$ cat src/rtl/pfpd_pkg.sv
// Shared types, constants and the duty window decoder of the pump feedback diagnosis.
package pfpd_pkg;

    // Configuration register indexes
    localparam logic REG_INHIBIT_DELAY = 1'b0;
    localparam logic REG_RECOVERY      = 1'b1;

    // Field widths
    localparam int DUTY_RAW_W   = 16;
    localparam int PERIOD_RAW_W = 32;
    localparam int DUTY_W       = 10;
    localparam int PERIOD_W     = 17;
    localparam int FREQ_W       = 8;
    localparam int STATUS_W     = 4;
    localparam int CFG_W        = 8;
    localparam int IN_DATA_W    = 56;
    localparam int OUT_DATA_W   = 48;

    // Serial divider sizing: two quotient bits per step
    localparam int DIV_W        = 32;
    localparam int DIVISOR_W    = 17;
    localparam int DIV_STEP_W   = 5;
    localparam logic [DIV_STEP_W-1:0] STEPS_PERIOD = 5'd16;
    localparam logic [DIV_STEP_W-1:0] STEPS_FREQ   = 5'd10;

    // Arithmetic constants
    localparam logic [DIVISOR_W-1:0] PERIOD_DIVISOR = 17'd100;
    localparam logic [PERIOD_W-1:0]  PERIOD_MAX     = 17'd100000;
    // 1000000 left aligned so that ten steps yield its 20-bit quotient
    localparam logic [DIV_W-1:0]     FREQ_DIVIDEND  = 32'hF424_0000;
    localparam logic [FREQ_W-1:0]    FREQ_MAX       = 8'd200;
    localparam logic [FREQ_W-1:0]    FREQ_LOW       = 8'd70;
    localparam logic [FREQ_W-1:0]    FREQ_HIGH      = 8'd130;
    localparam logic [DUTY_W-1:0]    DUTY_MAX       = 10'd1000;
    localparam logic [6:0]           DUTY_GAIN      = 7'd125;
    localparam logic [22:0]          DUTY_ROUND     = 23'd2048;

    // Status codes
    localparam logic [STATUS_W-1:0] CODE_NOMINAL_0 = 4'd0;
    localparam logic [STATUS_W-1:0] CODE_NOMINAL_1 = 4'd1;
    localparam logic [STATUS_W-1:0] CODE_NOMINAL_2 = 4'd2;
    localparam logic [STATUS_W-1:0] CODE_NOMINAL_3 = 4'd3;
    localparam logic [STATUS_W-1:0] CODE_NOMINAL_4 = 4'd4;
    localparam logic [STATUS_W-1:0] CODE_NOMINAL_5 = 4'd5;
    localparam logic [STATUS_W-1:0] CODE_NOMINAL_6 = 4'd6;
    localparam logic [STATUS_W-1:0] CODE_SHORT     = 4'd7;
    localparam logic [STATUS_W-1:0] CODE_SATURATED = 4'd8;
    localparam logic [STATUS_W-1:0] CODE_MAP       = 4'd9;

    // Sequencer states
    typedef enum logic [3:0] {
        ST_IDLE = 4'b0001,
        ST_DIVP = 4'b0010,
        ST_DIVF = 4'b0100,
        ST_DONE = 4'b1000
    } t_state;

    // Divider launch request
    typedef struct packed {
        logic                  start;
        logic [DIV_STEP_W-1:0] steps;
    } t_div_req;

    // Map a per mille duty onto its window code
    function automatic logic [STATUS_W-1:0] decode_duty(input logic [DUTY_W-1:0] d);
        logic [STATUS_W-1:0] c;
        begin
            if (d <= 10'd20 || (d >= 10'd980 && d <= 10'd1000)) c = CODE_SATURATED;
            else if (d >= 10'd70  && d <= 10'd150) c = CODE_NOMINAL_0;
            else if (d >= 10'd180 && d <= 10'd260) c = CODE_NOMINAL_1;
            else if (d >= 10'd290 && d <= 10'd370) c = CODE_NOMINAL_2;
            else if (d >= 10'd400 && d <= 10'd480) c = CODE_NOMINAL_3;
            else if (d >= 10'd510 && d <= 10'd590) c = CODE_NOMINAL_4;
            else if (d >= 10'd620 && d <= 10'd700) c = CODE_NOMINAL_5;
            else if (d >= 10'd730 && d <= 10'd810) c = CODE_NOMINAL_6;
            else if (d >= 10'd840 && d <= 10'd920) c = CODE_SHORT;
            else c = CODE_MAP;
            return c;
        end
    endfunction

endpackage

$ cat src/rtl/pump_feedback_pwm_diagnosis_core.sv
// Top level of the pump feedback PWM diagnosis: sequencer, delay gate, faults and status.
//
//  Channel  | Ports                          | Content
//  ---------+--------------------------------+------------------------------------------
//  input    | i_s_tvalid/o_s_tready/i_s_tdata | one measurement item per control tick
//  output   | o_m_tvalid/i_m_tready/o_m_tdata | status, faults, frequency, scaled values
//  config   | i_cfg_we/i_cfg_addr/i_cfg_data  | inhibit delay ticks, recovery status
//
// An item runs from acceptance to a valid result through the serial divider for
// period/100 (two quotient bits a cycle over 32 bits), the launch of the frequency
// division, the frequency quotient, the latch of that quotient and the write-back.
// The next item is taken once the result sits in the output register, even if the
// output side stalls; a stalled output holds the following write-back.
// Synchronous active-low reset clears all control state and the held diagnosis.
module pump_feedback_pwm_diagnosis_core
    import pfpd_pkg::*;
#(
    parameter int DELAY_LIMIT = 100
) (
    input  logic                  i_clk,
    input  logic                  i_rst_n,
    // duty_raw[15:0], period_raw[31:0], relay_closed, diag_inhibited, default_mode
    // from bit 0 up
    input  logic                  i_s_tvalid,
    output logic                  o_s_tready,
    input  logic [IN_DATA_W-1:0]  i_s_tdata,
    // pump_status[3:0], diag_enabled, fault_frequency, fault_map, fault_short_battery,
    // frequency[7:0], duty_permille[9:0], period_scaled[16:0] from bit 0 up
    output logic                  o_m_tvalid,
    input  logic                  i_m_tready,
    output logic [OUT_DATA_W-1:0] o_m_tdata,
    input  logic                  i_cfg_we,
    input  logic                  i_cfg_addr,
    input  logic [CFG_W-1:0]      i_cfg_data
);

    t_state r_state, n_state;

    logic [CFG_W-1:0] r_cfg_delay;
    logic [CFG_W-1:0] r_cfg_recovery;

    // Latched item
    logic [DUTY_RAW_W-1:0] r_duty_raw;
    logic                  r_relay, r_inh, r_dflt;
    logic [PERIOD_W-1:0]   r_period;
    logic [FREQ_W-1:0]     r_freq;

    // Diagnosis state
    logic                r_relay_prev, n_relay_prev;
    logic [7:0]          r_delay_cnt, n_delay_cnt;
    logic                r_delay_done, n_delay_done;
    logic                r_ff, n_ff;
    logic                r_fm, n_fm;
    logic                r_fs, n_fs;
    logic [FREQ_W-1:0]   r_hfreq, n_hfreq;
    logic [STATUS_W-1:0] r_last, n_last;

    logic                  r_out_valid;
    logic [OUT_DATA_W-1:0] r_out_data, n_out_data;

    // Divider hookup
    t_div_req              div_req;
    logic [DIV_W-1:0]      div_dividend;
    logic [DIVISOR_W-1:0]  div_divisor;
    logic                  div_done;
    logic [DIV_W-1:0]      div_quo;

    logic                  in_acc;
    logic                  out_load;
    logic [PERIOD_W-1:0]   period_clamped;
    logic [FREQ_W-1:0]     freq_clamped;
    logic [22:0]           duty_prod;
    logic [DUTY_W-1:0]     duty;
    logic [STATUS_W-1:0]   code;
    logic [7:0]            delay_load;
    logic                  enabled;
    logic [STATUS_W-1:0]   cand;
    logic [STATUS_W-1:0]   rec_clamped;

    assign o_s_tready = (r_state == ST_IDLE);
    assign in_acc     = i_s_tvalid && o_s_tready;
    assign out_load   = (r_state == ST_DONE) && (!r_out_valid || i_m_tready);

    // Launch period scaling on accept, frequency once the period is known
    always_comb begin
        div_req.start = in_acc || ((r_state == ST_DIVP) && div_done);
        div_req.steps = (r_state == ST_IDLE) ? STEPS_PERIOD : STEPS_FREQ;
        div_dividend  = (r_state == ST_IDLE) ? i_s_tdata[47:16] : FREQ_DIVIDEND;
        div_divisor   = (r_state == ST_IDLE) ? PERIOD_DIVISOR : period_clamped;
    end

    pfpd_serdiv u_div (
        .i_clk      (i_clk),
        .i_rst_n    (i_rst_n),
        .i_req      (div_req),
        .i_dividend (div_dividend),
        .i_divisor  (div_divisor),
        .o_done     (div_done),
        .o_quotient (div_quo)
    );

    // Clamp the quotients
    assign period_clamped = (div_quo > DIV_W'(PERIOD_MAX)) ? PERIOD_MAX
                                                            : div_quo[PERIOD_W-1:0];
    assign freq_clamped   = (div_quo > DIV_W'(FREQ_MAX)) ? FREQ_MAX : div_quo[FREQ_W-1:0];

    // Scale duty to per mille and decode
    assign duty_prod = 23'(r_duty_raw) * 23'(DUTY_GAIN) + DUTY_ROUND;
    assign duty      = (duty_prod[22:12] > 11'(DUTY_MAX)) ? DUTY_MAX : duty_prod[21:12];
    assign code      = decode_duty(duty);

    assign delay_load  = (r_cfg_delay > 8'(DELAY_LIMIT)) ? 8'(DELAY_LIMIT) : r_cfg_delay;
    assign rec_clamped = (r_cfg_recovery > 8'(CODE_SATURATED)) ? CODE_SATURATED
                                                               : r_cfg_recovery[3:0];

    // Delay gate, fault latches and status selection
    always_comb begin
        n_relay_prev = r_relay;
        n_delay_cnt  = r_delay_cnt;
        n_delay_done = r_delay_done;
        if (!r_relay_prev && r_relay) begin
            n_delay_cnt  = delay_load;
            n_delay_done = (delay_load == 8'd0);
        end else if (r_delay_cnt != 8'd0) begin
            n_delay_cnt  = r_delay_cnt - 8'd1;
            n_delay_done = (r_delay_cnt == 8'd1);
        end
        enabled = !r_inh && r_relay && n_delay_done;

        n_ff    = r_ff;
        n_fm    = r_fm;
        n_fs    = r_fs;
        n_hfreq = r_hfreq;
        if (enabled) begin
            n_fs    = (code == CODE_SHORT);
            n_fm    = (code == CODE_MAP);
            n_hfreq = r_freq;
            n_ff    = (r_freq < FREQ_LOW) || (r_freq > FREQ_HIGH);
        end

        // Freeze on any fault or inhibit
        cand = (!n_ff && !n_fm && !n_fs && !r_inh) ? code : r_last;
        if (r_dflt) begin
            n_last = rec_clamped;
        end else begin
            n_last = (cand > CODE_SATURATED) ? CODE_SATURATED : cand;
        end

        n_out_data = {5'b0, r_period, duty, n_hfreq, n_fs, n_fm, n_ff, enabled, n_last};
    end

    // Advance the sequencer
    always_comb begin
        n_state = r_state;
        unique case (r_state)
            ST_IDLE: if (in_acc)   n_state = ST_DIVP;
            ST_DIVP: if (div_done) n_state = ST_DIVF;
            ST_DIVF: if (div_done) n_state = ST_DONE;
            ST_DONE: if (out_load) n_state = ST_IDLE;
            default: n_state = ST_IDLE;
        endcase
    end

    always_ff @(posedge i_clk) begin
        if (!i_rst_n) begin
            r_state        <= ST_IDLE;
            r_cfg_delay    <= '0;
            r_cfg_recovery <= '0;
            r_relay_prev   <= 1'b0;
            r_delay_cnt    <= '0;
            r_delay_done   <= 1'b0;
            r_ff           <= 1'b0;
            r_fm           <= 1'b0;
            r_fs           <= 1'b0;
            r_hfreq        <= '0;
            r_last         <= '0;
            r_out_valid    <= 1'b0;
        end else begin
            r_state <= n_state;
            // Take configuration writes
            if (i_cfg_we) begin
                unique case (i_cfg_addr)
                    REG_INHIBIT_DELAY: r_cfg_delay    <= i_cfg_data;
                    REG_RECOVERY:      r_cfg_recovery <= i_cfg_data;
                    default:           r_cfg_delay    <= r_cfg_delay;
                endcase
            end
            // Commit diagnosis state with the result
            if (out_load) begin
                r_relay_prev <= n_relay_prev;
                r_delay_cnt  <= n_delay_cnt;
                r_delay_done <= n_delay_done;
                r_ff         <= n_ff;
                r_fm         <= n_fm;
                r_fs         <= n_fs;
                r_hfreq      <= n_hfreq;
                r_last       <= n_last;
                r_out_valid  <= 1'b1;
            end else if (i_m_tready) begin
                r_out_valid  <= 1'b0;
            end
        end

        // Payload registers
        if (in_acc) begin
            r_duty_raw <= i_s_tdata[15:0];
            r_relay    <= i_s_tdata[48];
            r_inh      <= i_s_tdata[49];
            r_dflt     <= i_s_tdata[50];
        end
        if ((r_state == ST_DIVP) && div_done) begin
            r_period <= period_clamped;
        end
        if ((r_state == ST_DIVF) && div_done) begin
            r_freq <= (r_period == '0) ? '0 : freq_clamped;
        end
        if (out_load) begin
            r_out_data <= n_out_data;
        end
    end

    assign o_m_tvalid = r_out_valid;
    assign o_m_tdata  = r_out_data;

endmodule

$ cat src/rtl/pfpd_serdiv.sv
// Restoring serial divider, two quotient bits per cycle, shared by both divisions.
module pfpd_serdiv
    import pfpd_pkg::*;
(
    input  logic                 i_clk,
    input  logic                 i_rst_n,
    input  t_div_req             i_req,
    input  logic [DIV_W-1:0]     i_dividend,
    input  logic [DIVISOR_W-1:0] i_divisor,
    output logic                 o_done,
    output logic [DIV_W-1:0]     o_quotient
);

    logic                  r_busy, n_busy;
    logic                  r_done, n_done;
    logic [DIV_STEP_W-1:0] r_cnt, n_cnt;
    logic [DIVISOR_W-1:0]  r_rem, n_rem;
    logic [DIVISOR_W-1:0]  r_div, n_div;
    logic [DIV_W-1:0]      r_dvd, n_dvd;
    logic [DIV_W-1:0]      r_quo, n_quo;

    logic [DIVISOR_W:0]    t1, t2, r1, r2;
    logic                  s1, s2;

    // Two shift-compare-subtract substeps
    always_comb begin
        t1 = {r_rem, r_dvd[DIV_W-1]};
        s1 = (t1 >= {1'b0, r_div});
        r1 = s1 ? (t1 - {1'b0, r_div}) : t1;
        t2 = {r1[DIVISOR_W-1:0], r_dvd[DIV_W-2]};
        s2 = (t2 >= {1'b0, r_div});
        r2 = s2 ? (t2 - {1'b0, r_div}) : t2;
    end

    // Load on request, then advance one digit a cycle
    always_comb begin
        n_busy = r_busy;
        n_done = 1'b0;
        n_cnt  = r_cnt;
        n_rem  = r_rem;
        n_div  = r_div;
        n_dvd  = r_dvd;
        n_quo  = r_quo;
        if (i_req.start) begin
            n_busy = 1'b1;
            n_cnt  = i_req.steps;
            n_rem  = '0;
            n_div  = i_divisor;
            n_dvd  = i_dividend;
            n_quo  = '0;
        end else if (r_busy) begin
            n_rem = r2[DIVISOR_W-1:0];
            n_dvd = {r_dvd[DIV_W-3:0], 2'b00};
            n_quo = {r_quo[DIV_W-3:0], s1, s2};
            n_cnt = r_cnt - 1'b1;
            if (r_cnt == 5'd1) begin
                n_busy = 1'b0;
                n_done = 1'b1;
            end
        end
    end

    always_ff @(posedge i_clk) begin
        if (!i_rst_n) begin
            r_busy <= 1'b0;
            r_done <= 1'b0;
            r_cnt  <= '0;
        end else begin
            r_busy <= n_busy;
            r_done <= n_done;
            r_cnt  <= n_cnt;
        end
        r_rem <= n_rem;
        r_div <= n_div;
        r_dvd <= n_dvd;
        r_quo <= n_quo;
    end

    assign o_done     = r_done;
    assign o_quotient = r_quo;

endmodule

$ cat config.mk
export PLATFORM = sky130hd
export DESIGN_NAME = pump_feedback_pwm_diagnosis_core
export DESIGN_NICKNAME = d
export VERILOG_FILES = /design/src/rtl/pfpd_pkg.sv /design/src/rtl/pump_feedback_pwm_diagnosis_core.sv /design/src/rtl/pfpd_serdiv.sv
export SDC_FILE = /design/constraint.sdc
export NUM_CORES = 1
export LEC_CHECK = 0
export ABC_AREA = 1
export BUFFER_PORTS_ARGS = -buffer_cell sky130_fd_sc_hd__buf_2
export CORE_ASPECT_RATIO = 1.4
export CORE_UTILIZATION = 62
export CTS_CLUSTER_DIAMETER = 40
export DETAILED_ROUTE_END_ITERATION = 8
export HOLD_SLACK_MARGIN = 0.02
export PLACE_DENSITY = 0.83
export SLEW_MARGIN = 20
export SYNTH_ARGS = -nofsm -noshare
export SYNTH_HDL_FRONTEND = slang
export SYNTH_HIERARCHICAL = 1
export SYNTH_SLANG_ARGS = --single-unit
$ cat constraint.sdc
create_clock -name i_clk -period 6.9 [get_ports i_clk]
set_clock_uncertainty 0.05 [all_clocks]
set_input_delay 0.69 -clock i_clk [delete_from_list [all_inputs] [get_ports i_clk]]
set_output_delay 0.69 -clock i_clk [all_outputs]
set_load 0.01 [all_outputs]
# After elaboration in Yosys (flattened, before gate mapping)
# Cells that the tools add are included.
[totals] reg_bits=238 out_inout_bits=50 in_bits=70
[classes] n_reduce_logical=41 n_bitwise=3 addsub=5 n_lt_le_gt_ge=29 mul=1 n_eq_ne=12 mux=44
[ops] cell="32-bit 2-to-1 mux" count=3
[ops] cell="4-bit 2-to-1 mux" count=17
[ops] cell="17-bit 2-to-1 mux" count=3
[ops] cell="10-bit less-or-equal comparator, second input constant" count=5
[ops] cell="10-bit >= comparator, second input constant" count=4
[ops] cell="8-bit 2-to-1 mux" count=5
[ops] cell="18-bit by 17-bit >= comparator with 1-bit output" count=2
[ops] cell="17-bit subtractor" count=2
[ops] cell="32-bit by 17-bit greater-than comparator with 1-bit output, second input constant" count=1
[ops] cell="32-bit by 8-bit greater-than comparator with 1-bit output, second input constant" count=1
[ops] cell="10-bit by 9-bit >= comparator with 1-bit output, second input constant" count=3
[ops] cell="10-bit by 9-bit less-or-equal comparator with 1-bit output, second input constant" count=3
[ops] cell="23-bit by 12-bit adder with 23-bit output, second input constant" count=1
[ops] cell="16-bit by 7-bit multiplier with 23-bit output, second input constant" count=1
[ops] cell="1-bit logical AND" count=19
[ops] cell="17-bit logical NOT" count=1
[ops] cell="4-bit one-hot mux with 4 select lines" count=1
[ops] cell="5-bit 2-to-1 mux" count=3
[ops] cell="11-bit by 10-bit greater-than comparator with 1-bit output, second input constant" count=1
[ops] cell="1-bit 2-to-1 mux" count=11
[ops] cell="10-bit by 7-bit >= comparator with 1-bit output, second input constant" count=1
[ops] cell="10-bit by 8-bit >= comparator with 1-bit output, second input constant" count=1
[ops] cell="10-bit by 5-bit less-or-equal comparator with 1-bit output, second input constant" count=1
[ops] cell="10-bit by 8-bit less-or-equal comparator with 1-bit output, second input constant" count=1
[ops] cell="other kinds (26)" count=44

# Logic depth before layout (Yosys ltp)
# Gate-level depths: netlist of the first run.
[depth] depth_word=25 ltp_mapped=41 ltp_nobuf=41

# By module
# Netlist of the first run, hierarchy kept.
[modules_own_cells] mod="pump_feedback_pwm_diagnosis_core" cells_each=1161 n_inst=1 area_per_inst_um2=9643.0 seq_area_each_um2=3533.4
[modules_own_cells] mod="pfpd_serdiv" cells_each=805 n_inst=1 area_per_inst_um2=6073.3 seq_area_each_um2=2592.5

# Least setup slack after synthesis of the first run
# OpenSTA, ideal clock, no wires.
[synth_path] path_type="reg2reg" start="register r_duty_raw[6]" end="register r_out_data[0], in the netlist o_m_tdata[0] (data pin)" slack_ps=1209 t_required_ps=6595 arrival_ps=5387 path_stages_with_launch=36 cell_sequence="edfxtp_1 inv_1 fa_1 fa_1 inv_1 fa_1 inv_1 fa_1 inv_1 ha_1 nand2_2 inv_1 nand2_1 and2_1 nor2_1 nor2_2 nand2_1 nand2_1 nand2_4 nor2_4 nand2_2 nor2_4 nand2_8 nand3_2 inv_2 a21oi_1 or2_1 inv_2 nor2_1 nand2_2 nor2_4 nand4_4 nand4_1 nand2_2 nand3_1 nand2_1"
[synth_via] elab_chain_len=25
[synth_rtl] item="start: declaration" line="pump_feedback_pwm_diagnosis_core.sv:43" text="logic [DUTY_RAW_W-1:0] r_duty_raw;"
[synth_rtl] item="start signal: assignment" line="pump_feedback_pwm_diagnosis_core.sv:206" text="r_duty_raw <= i_s_tdata[15:0];"
[synth_rtl] item="16-bit by 7-bit multiplier with 23-bit output *" line="pump_feedback_pwm_diagnosis_core.sv:108" text="assign duty_prod = 23'(r_duty_raw) * 23'(DUTY_GAIN) + DUTY_ROUND;"
[synth_rtl] item="23-bit by 12-bit adder with 23-bit output *" line="pump_feedback_pwm_diagnosis_core.sv:108"
[synth_rtl] item="11-bit by 10-bit greater-than comparator with 1-bit output" line="pump_feedback_pwm_diagnosis_core.sv:109" text="assign duty = (duty_prod[22:12] > 11'(DUTY_MAX)) ? DUTY_MAX : duty_prod[21:12];"
[synth_rtl] item="10-bit 2-to-1 mux *" line="pump_feedback_pwm_diagnosis_core.sv:109"
[synth_rtl] item="via duty[4]" line="pump_feedback_pwm_diagnosis_core.sv:73" text="logic [DUTY_W-1:0] duty;"
[synth_rtl] item="10-bit >= comparator or 10-bit less-or-equal comparator (tied branches)" line="pfpd_pkg.sv:76" text="else if (d >= 10'd840 && d <= 10'd920) c = CODE_SHORT;"
[synth_rtl] item="1-bit logical AND" line="pfpd_pkg.sv:76"
[synth_rtl] item="4-bit 2-to-1 mux" line="pfpd_pkg.sv:76"
[synth_rtl] item="[... 9 more ...]"
[synth_rtl] item="1-bit 2-to-1 mux" line="pump_feedback_pwm_diagnosis_core.sv:134" text="if (enabled) begin"
[synth_rtl] item="1-bit logical NOT" line="pump_feedback_pwm_diagnosis_core.sv:142" text="cand = (!n_ff && !n_fm && !n_fs && !r_inh) ? code : r_last;"
[synth_rtl] item="1-bit logical AND (3 in series)" line="pump_feedback_pwm_diagnosis_core.sv:142"
[synth_rtl] item="4-bit 2-to-1 mux *" line="pump_feedback_pwm_diagnosis_core.sv:142"
[synth_rtl] item="4-bit greater-than comparator" line="pump_feedback_pwm_diagnosis_core.sv:146" text="n_last = (cand > CODE_SATURATED) ? CODE_SATURATED : cand;"
[synth_rtl] item="4-bit 2-to-1 mux *" line="pump_feedback_pwm_diagnosis_core.sv:146"
[synth_rtl] item="4-bit 2-to-1 mux *" line="pump_feedback_pwm_diagnosis_core.sv:143" text="if (r_dflt) begin"
[synth_rtl] item="via n_last[0]" line="pump_feedback_pwm_diagnosis_core.sv:56" text="logic [STATUS_W-1:0] r_last, n_last;"
[synth_rtl] item="end signal: assignment" line="pump_feedback_pwm_diagnosis_core.sv:218" text="r_out_data <= n_out_data;"
[synth_rtl] item="end: declaration" line="pump_feedback_pwm_diagnosis_core.sv:59" text="logic [OUT_DATA_W-1:0] r_out_data, n_out_data;"
# The timed path passes the listed nets; every way through them passes the cells marked *.
# A chain may end at the register's enable or synchronous reset.

# Final worst setup path of the first run
[layout_path] start="register r_duty_raw[4]" end="register r_last[3]"
[layout_via] elab_chain_len=25
[layout_rtl] item="16-bit by 7-bit multiplier with 23-bit output *" line="pump_feedback_pwm_diagnosis_core.sv:108"
[layout_rtl] item="23-bit by 12-bit adder with 23-bit output *" line="pump_feedback_pwm_diagnosis_core.sv:108"
[layout_rtl] item="11-bit by 10-bit greater-than comparator with 1-bit output" line="pump_feedback_pwm_diagnosis_core.sv:109"
[layout_rtl] item="10-bit 2-to-1 mux *" line="pump_feedback_pwm_diagnosis_core.sv:109"
[layout_rtl] item="via duty[1]" line="pump_feedback_pwm_diagnosis_core.sv:73"
[layout_rtl] item="10-bit >= comparator or 10-bit less-or-equal comparator (tied branches)" line="pfpd_pkg.sv:76"
[layout_rtl] item="1-bit logical AND" line="pfpd_pkg.sv:76"
[layout_rtl] item="4-bit 2-to-1 mux" line="pfpd_pkg.sv:76"
[layout_rtl] item="[... 9 more ...]"
[layout_rtl] item="1-bit 2-to-1 mux" line="pump_feedback_pwm_diagnosis_core.sv:134"
[layout_rtl] item="1-bit logical NOT" line="pump_feedback_pwm_diagnosis_core.sv:142"
[layout_rtl] item="1-bit logical AND (3 in series)" line="pump_feedback_pwm_diagnosis_core.sv:142"
[layout_rtl] item="4-bit 2-to-1 mux *" line="pump_feedback_pwm_diagnosis_core.sv:142"
[layout_rtl] item="4-bit greater-than comparator" line="pump_feedback_pwm_diagnosis_core.sv:146"
[layout_rtl] item="4-bit 2-to-1 mux *" line="pump_feedback_pwm_diagnosis_core.sv:146"
[layout_rtl] item="4-bit 2-to-1 mux *" line="pump_feedback_pwm_diagnosis_core.sv:143"
[layout_rtl] item="via n_last[3]" line="pump_feedback_pwm_diagnosis_core.sv:56"
[layout_rtl] item="end signal: assignment" line="pump_feedback_pwm_diagnosis_core.sv:197" text="r_last <= n_last;"
[layout_rtl] item="end: declaration" line="pump_feedback_pwm_diagnosis_core.sv:56"
# Marked as above.

==> impl_metrics.ini, run 1 <==
[outcome]
status = completed

[critical_path]
worstSetupStartpoint = r_duty_raw[4]$_DFFE_PP_
worstSetupPathType = reg -> reg
critPathSlowestCell = fa_1
crit_path_end_kind = register
cp.required_ps = 7260
r2r_slack_ps = 460
path_delay_family = simple AND/OR/NAND/NOR gates
rr_endpoint = r_last[3]$_SDFFE_PN0P_
cp_max_fo = 9
startpoint_type = register
critical_path_buf_inv_count = 4
worst-r2r-cell-count = 33
cpPeakStageDelay_ps = 640
setup.worst_path.end = r_last[3]$_SDFFE_PN0P_
cp_data_arrival_time_ps = 6790
cp.depth = 33
regToRegStartpoint = r_duty_raw[4]$_DFFE_PP_

[floorplanning]
core_um2 = 24760
die_area_um2 = 26000
die_h_um = 190.4
dieWidth_um = 136.6
start_util_pct = 63.48
pin_count = 120
fp-row-count = 68

[grt]
grt_max_degree = 66
grt.overflow.total = 0
grt_first_pass_wirelength_um = 60260
antenna_found_initial = 0
grt_pass1_vias = 13010
grt_use_total_pct = 29.18

[sta]
slew_violations = 0
fin_tns_setup_ps = 0
hold_viol_final = 0
fmax_mhz = 155.4
finalSetupViolCount = 0
fin_crit_ps = 6436
worst_pin_slew_ps = 960.9
fin_crit_sh_pct = 93.27
relSlewSlack_pct = 35.94
holdWs_ps = 298.0
rsz0062_at_grt = no

[power]
seq_power_share_pct = 19.1
finalPower_mw = 9.156
cellLeakagePower_nw = 8.695
power_frac_comb_pct = 61.8
switching_share_pct = 50.30
p_sw_mw = 4.606
p_per_area_nw_per_um2 = 517.0
vdd_drop_max_mv = 0.3889
internal_power_mw = 4.550
clkPwrFrac_pct = 19.2

[route]
wl_per_cell_um = 15.26
vias = 13210
antenna_left = 0
viasPerCell = 5.448
dr.pass1.iters = 6
routed_wl_um = 36990
drc_errors = 0
drt_iter0_markers = 809

[synth]
synth.distinct_cells = 66
synth-edff-count = 136
synth_seq_area_share_pct = 38.98
syn_area_um2 = 15720
netlist_instances = 1966
synth_warnings = 6
synthTopCellsByArea = edfxtp_1 (26%), dfxtp_1 (13%), nand2_1 (11%)
ys_async_sr_fraction_pct = 0
post-synth-top-area-cell = edfxtp_1
synth_flop_cell = edfxtp_1
synth.most_common_cell = nand2_1
yosys-top-cells-count = nand2_1 (469), inv_1 (355), nor2_1 (164), edfxtp_1 (136), dfxtp_1 (102)
synth.top_cell.area_share_pct = 25.99
avgSynthCellArea_um2 = 7.994
synth_seq_cells = 238

[clock_tree]
cts.sinks = 238
postCtsHoldBufs = 0
cts_made_buffers = 34
tritoncts = yes
cts_resized = 0
path_clk_slew_ps = 60
post_cts_buffers = 0
cts-root-buf = clkbuf_16
insertion_delay_ps = 520
cts.path.max_buffers = 3
h-tree-depth = 2

[finish]
synthToLayoutAreaGrowth_pct = 12.69
antennaDiodeCount = 0
final_nets = 2309
nFillCells = 1928
final_area_um2 = 17710
drive_gt1_share_pct = 13.28

[place]
port-buffer-count = 109
gp_congestion = 0.9346
dp_hpwl_um = 26650
place_area_um2 = 16540

[run]
maxCapViolCount = 0

[worst_hold_path]
hp-class = in -> reg
[power by group through the flow]
stage	sequential, mW	combinational (mW)	clock, mW
detailed placement	1.77	5.51	0
floorplan	1.75	4.41	0
global route	1.76	6.29	1.83
finish	1.75	5.65	1.75
CTS	1.75	5.56	1.78
global placement	1.77	5.42	0
[placed cells by master, fill, tap and decap left out, types with 12 or more instances in the layout]
cell	count
inv_2	14
a21oi_1	67
nand2_2	25
edfxtp_1	136
o21bai_1	12
fa_1	55
dfxtp_1	102
nand2_1	469
buf_2	109
inv_1	353
nand3_1	99
or2_2	12
nand4_1	23
xnor2_1	15
xor2_1	13
o21ai_0	77
o22ai_1	29
nor2_2	13
clkbuf_16	39
ha_1	100
nor3_1	26
nor2_1	162
buf_4	12
[how the worst min path moves through the flow]
stage                     depth (start not counted)                  endpoint  slack, ps                  start
final                                             1          r_dflt$_DFFE_PP_        300          i_s_tdata[50]
after CTS                                         1  r_duty_raw[14]$_DFFE_PP_        290          i_s_tdata[14]
after global placement                            0   o_m_tdata[30]$_DFFE_PP_        380  r_period[4]$_DFFE_PP_
after global routing                              1  r_duty_raw[13]$_DFFE_PP_        290          i_s_tdata[13]
after detailed placement                          0   o_m_tdata[31]$_DFFE_PP_        380  r_period[5]$_DFFE_PP_
after floorplan                                   0   o_m_tdata[30]$_DFFE_PP_        370  r_period[4]$_DFFE_PP_
[cells by family after synthesis]
family          share of synthesized area (%)
compound gates                          8.925
xor+xnor                                1.560
fa+ha+maj                               14.97
buf+inv                                 10.40
flops                                   38.98
other cells                           0.02386
simple gates                            25.15
[cell type report]
class / count / area (µm²) / share of cell area (%)
clock inverter: 19 / 153.9 / 0.8690
clock buffer: 42 / 997.2 / 5.631
inverter: 372 / 1404 / 7.927
tap: 315 / 394.1 / 2.225
sequential: 238 / 6126 / 34.59
timing repair buffer: 121 / 635.6 / 3.589
multi-input combinational: 1317 / 8000 / 45.17
[per-layer routing]
layer | vias to the layer above | global-route usage (%) | share of wire, %
met1 | 6167 | 33.29 | 40
met4 | 0 | 14.27 | 3.9
met3 | 107 | 4.359 | 5.1
li1 | 6541 | - | -
met5 | - | 0 | 0
met2 | 391 | 52.50 | 51
[per-stage QoR]
stage                     instances  setup slack (ps)  util (%)
after floorplan                1972              1209         -
after global placement         2361             627.0     66.82
after detailed placement       2361             518.2     66.82
after CTS                      2422             458.8     71.47
after global routing           2424             1.584     71.53
final                          2424             464.2     71.53
[flip-flops by register name (all words and copies together), names as in the netlist, 4 cells and up]
| register | cells |
|---|---|
| r_hfreq | 8 |
| u_div/r_dvd | 32 |
| u_div/r_rem | 17 |
| r_cfg_delay | 8 |
| u_div/r_div | 17 |
| r_period | 17 |
| r_state | 4 |
| u_div/r_cnt | 5 |
| o_m_tdata | 43 |
| r_last | 4 |
| u_div/o_quotient | 32 |
| r_duty_raw | 16 |
| r_cfg_recovery | 8 |
| r_freq | 8 |
| r_delay_cnt | 8 |
[worst reg2reg max path: cells and delay by family (launching register included)]
family          cells  cell delay (ps)
simple gates       22             2590
flops               1              450
compound gates      2              390
buf+inv             4              330
fa+ha+maj           5             2530
No activity file was read; power rests on OpenSTA's default activity.
==> inputs of run 2 (changes only) <==
- SETUP_SLACK_MARGIN: unset -> 0.5
==> run 2 against run 1 <==
Net effect: count of clock-buffer cells in the layout is the same; sequential share of layout area shrank 1.2 points; sequential cell count is the same; register-to-register slack gained 130 ps; maximum frequency grew 2.0%; critical endpoint is now o_m_tdata[0]$_DFFE_PP_; non-clock buffer count grew 38; die area is the same; worst hold slack is essentially flat; core utilization grew 2.5 points.
==> impl_metrics.ini, run 2 (same netlist as run 1, synthesis figures left out) <==
[place]
gp_congestion = 0.9346
place_area_um2 = 16540
port-buffer-count = 109
dp_hpwl_um = 26650

[finish]
synthToLayoutAreaGrowth_pct = 16.69
final_area_um2 = 18340
multiInputGateArea_um2 = 8323
nFillCells = 1839
seq_area_um2 = 6126
final_nets = 2349
drive_gt1_share_pct = 17.31
layout_commonest_cell = nand2_1
layout_common_cells = nand2_1 (460), inv_1 (345), nor2_1 (157)
largest_register_ffs = 43
antennaDiodeCount = 0

[grt]
grt.overflow.total = 0
antenna_found_initial = 0
grt_use_total_pct = 29.20
grt_max_degree = 66
grt_first_pass_wirelength_um = 60290
grt_pass1_vias = 13020

[clock_tree]
postCtsHoldBufs = 0
path_clk_slew_ps = 60
cts-root-buf = clkbuf_16
cts.path.max_buffers = 3
cts.sinks = 238
cts_made_buffers = 34
h-tree-depth = 2
insertion_delay_ps = 520
tritoncts = yes

[critical_path]
r2r_slack_ps = 590
cpPeakStageDelay_ps = 570
critPathSlowestCell = fa_1
cp_max_fo = 6
cp_data_arrival_time_ps = 6530
startpoint_type = register
cp.required_ps = 7120
worstSetupPathType = reg -> reg
crit_top_cell = nand2_1
regToRegStartpoint = r_duty_raw[4]$_DFFE_PP_
crit_path_end_kind = register
worst-r2r-cell-count = 37
rr_endpoint = o_m_tdata[0]$_DFFE_PP_

[sta]
fin_crit_sh_pct = 91.45
slew_violations = 0
fin_crit_ps = 6310
hold_viol_final = 0
relSlewSlack_pct = 34.01
fin_tns_setup_ps = 0
worst_pin_slew_ps = 989.9
fmax_mhz = 158.5
rsz0062_at_grt = no
finalSetupViolCount = 0

[route]
vias = 13590
dr.pass1.iters = 6
drt_iter0_markers = 806
antenna_left = 0
routed_wl_um = 38940
drc_errors = 0
wl_per_cell_um = 15.81
viasPerCell = 5.517

[outcome]
status = completed

[floorplanning]
die_h_um = 190.4
dieWidth_um = 136.6
start_util_pct = 63.48
die_area_um2 = 26000
fp-row-count = 68
pin_count = 120
core_um2 = 24760

[run]
maxCapViolCount = 0

[worst_hold_path]
hold_depth = 1
hold_end = r_dflt$_DFFE_PP_
hp-class = in -> reg
worstHoldStart = i_s_tdata[50]
==> run 2: cell types whose count changed in the layout (fill, tap and decap cells not counted), moves of 8 or more <==
cell | before | now
ha_1 | 100 | 92
inv_1 | 353 | 345
a21oi_2 | 2 | 10
inv_2 | 14 | 22
a21oi_1 | 67 | 59
buf_4 | 12 | 49
nand2_4 | 3 | 12
nand3_1 | 99 | 90
nand2_1 | 469 | 460
nand3_2 | 4 | 12
==> run 2: area by class of cell <==
| class | instances | share of cell area (%) |
|---|---|---|
| Tap cell | 315 | 2.149 |
| Timing Repair inverter | 1 | 0.04094 |
| Clock inverter | 19 | 0.8392 |
| Inverter | 372 | 7.655 |
| Timing Repair Buffer | 159 | 5.090 |
| Multi-Input combinational cell | 1318 | 45.38 |
| Clock buffer | 42 | 5.438 |
| Sequential cell | 238 | 33.40 |
==> run 2: worst max path at each step <==
stage	startpoint	to	slack, ps
after floorplan	r_duty_raw[6]$_DFFE_PP_	o_m_tdata[0]$_DFFE_PP_	1210
after global placement	r_duty_raw[2]$_DFFE_PP_	o_m_tdata[0]$_DFFE_PP_	630
after detailed placement	r_duty_raw[2]$_DFFE_PP_	r_last[3]$_SDFFE_PN0P_	520
after CTS	r_duty_raw[8]$_DFFE_PP_	r_last[3]$_SDFFE_PN0P_	500
after global routing	r_duty_raw[4]$_DFFE_PP_	r_last[2]$_SDFFE_PN0P_	300
final	r_duty_raw[4]$_DFFE_PP_	o_m_tdata[0]$_DFFE_PP_	590
==> run 2: critical path, delay by kind of cell, from the launching register on <==
family | cells | cell delay, ps
flops | 1 | 460
buf+inv | 8 | 760
fa+ha+maj | 5 | 2420
simple gates | 24 | 2370
==> run 2: per-stage QoR <==
| step | hold slack (ps) | cells | setup WS [ps] | util [%] |
|---|---|---|---|---|
| finish | 298.2 | 2464 | 589.7 | 74.07 |
| global route | 286.9 | 2464 | 299.1 | 74.07 |
| CTS | 286.0 | 2423 | 501.3 | 71.50 |
| detailed placement | 379.7 | 2361 | 518.2 | 66.82 |
| global placement | 376.6 | 2361 | 627.0 | 66.82 |
| floorplan | 366.9 | 1972 | 1209 | - |
==> run 2: what timing repair did <==
item / 4_1_cts / 5_1_grt
cloned: 0 / 2
setup buffers: 1 / 39
gates resized for setup: 0 / 75
pin swaps: 0 / 47
setup endpoints to repair: 8 / 10
==> run 2: layer usage <==
metal	global-route usage [%]	vias up	part of all wire [%]
li1	-	6635	-
met1	33.27	6346	39
met2	52.58	466	51
met3	4.359	146	5.4
met4	14.27	0	4.8
met5	0	-	0
Power of run 2 is not shown: default switching activity piles up to over one toggle a cycle in this logic, so the estimate is an artifact.
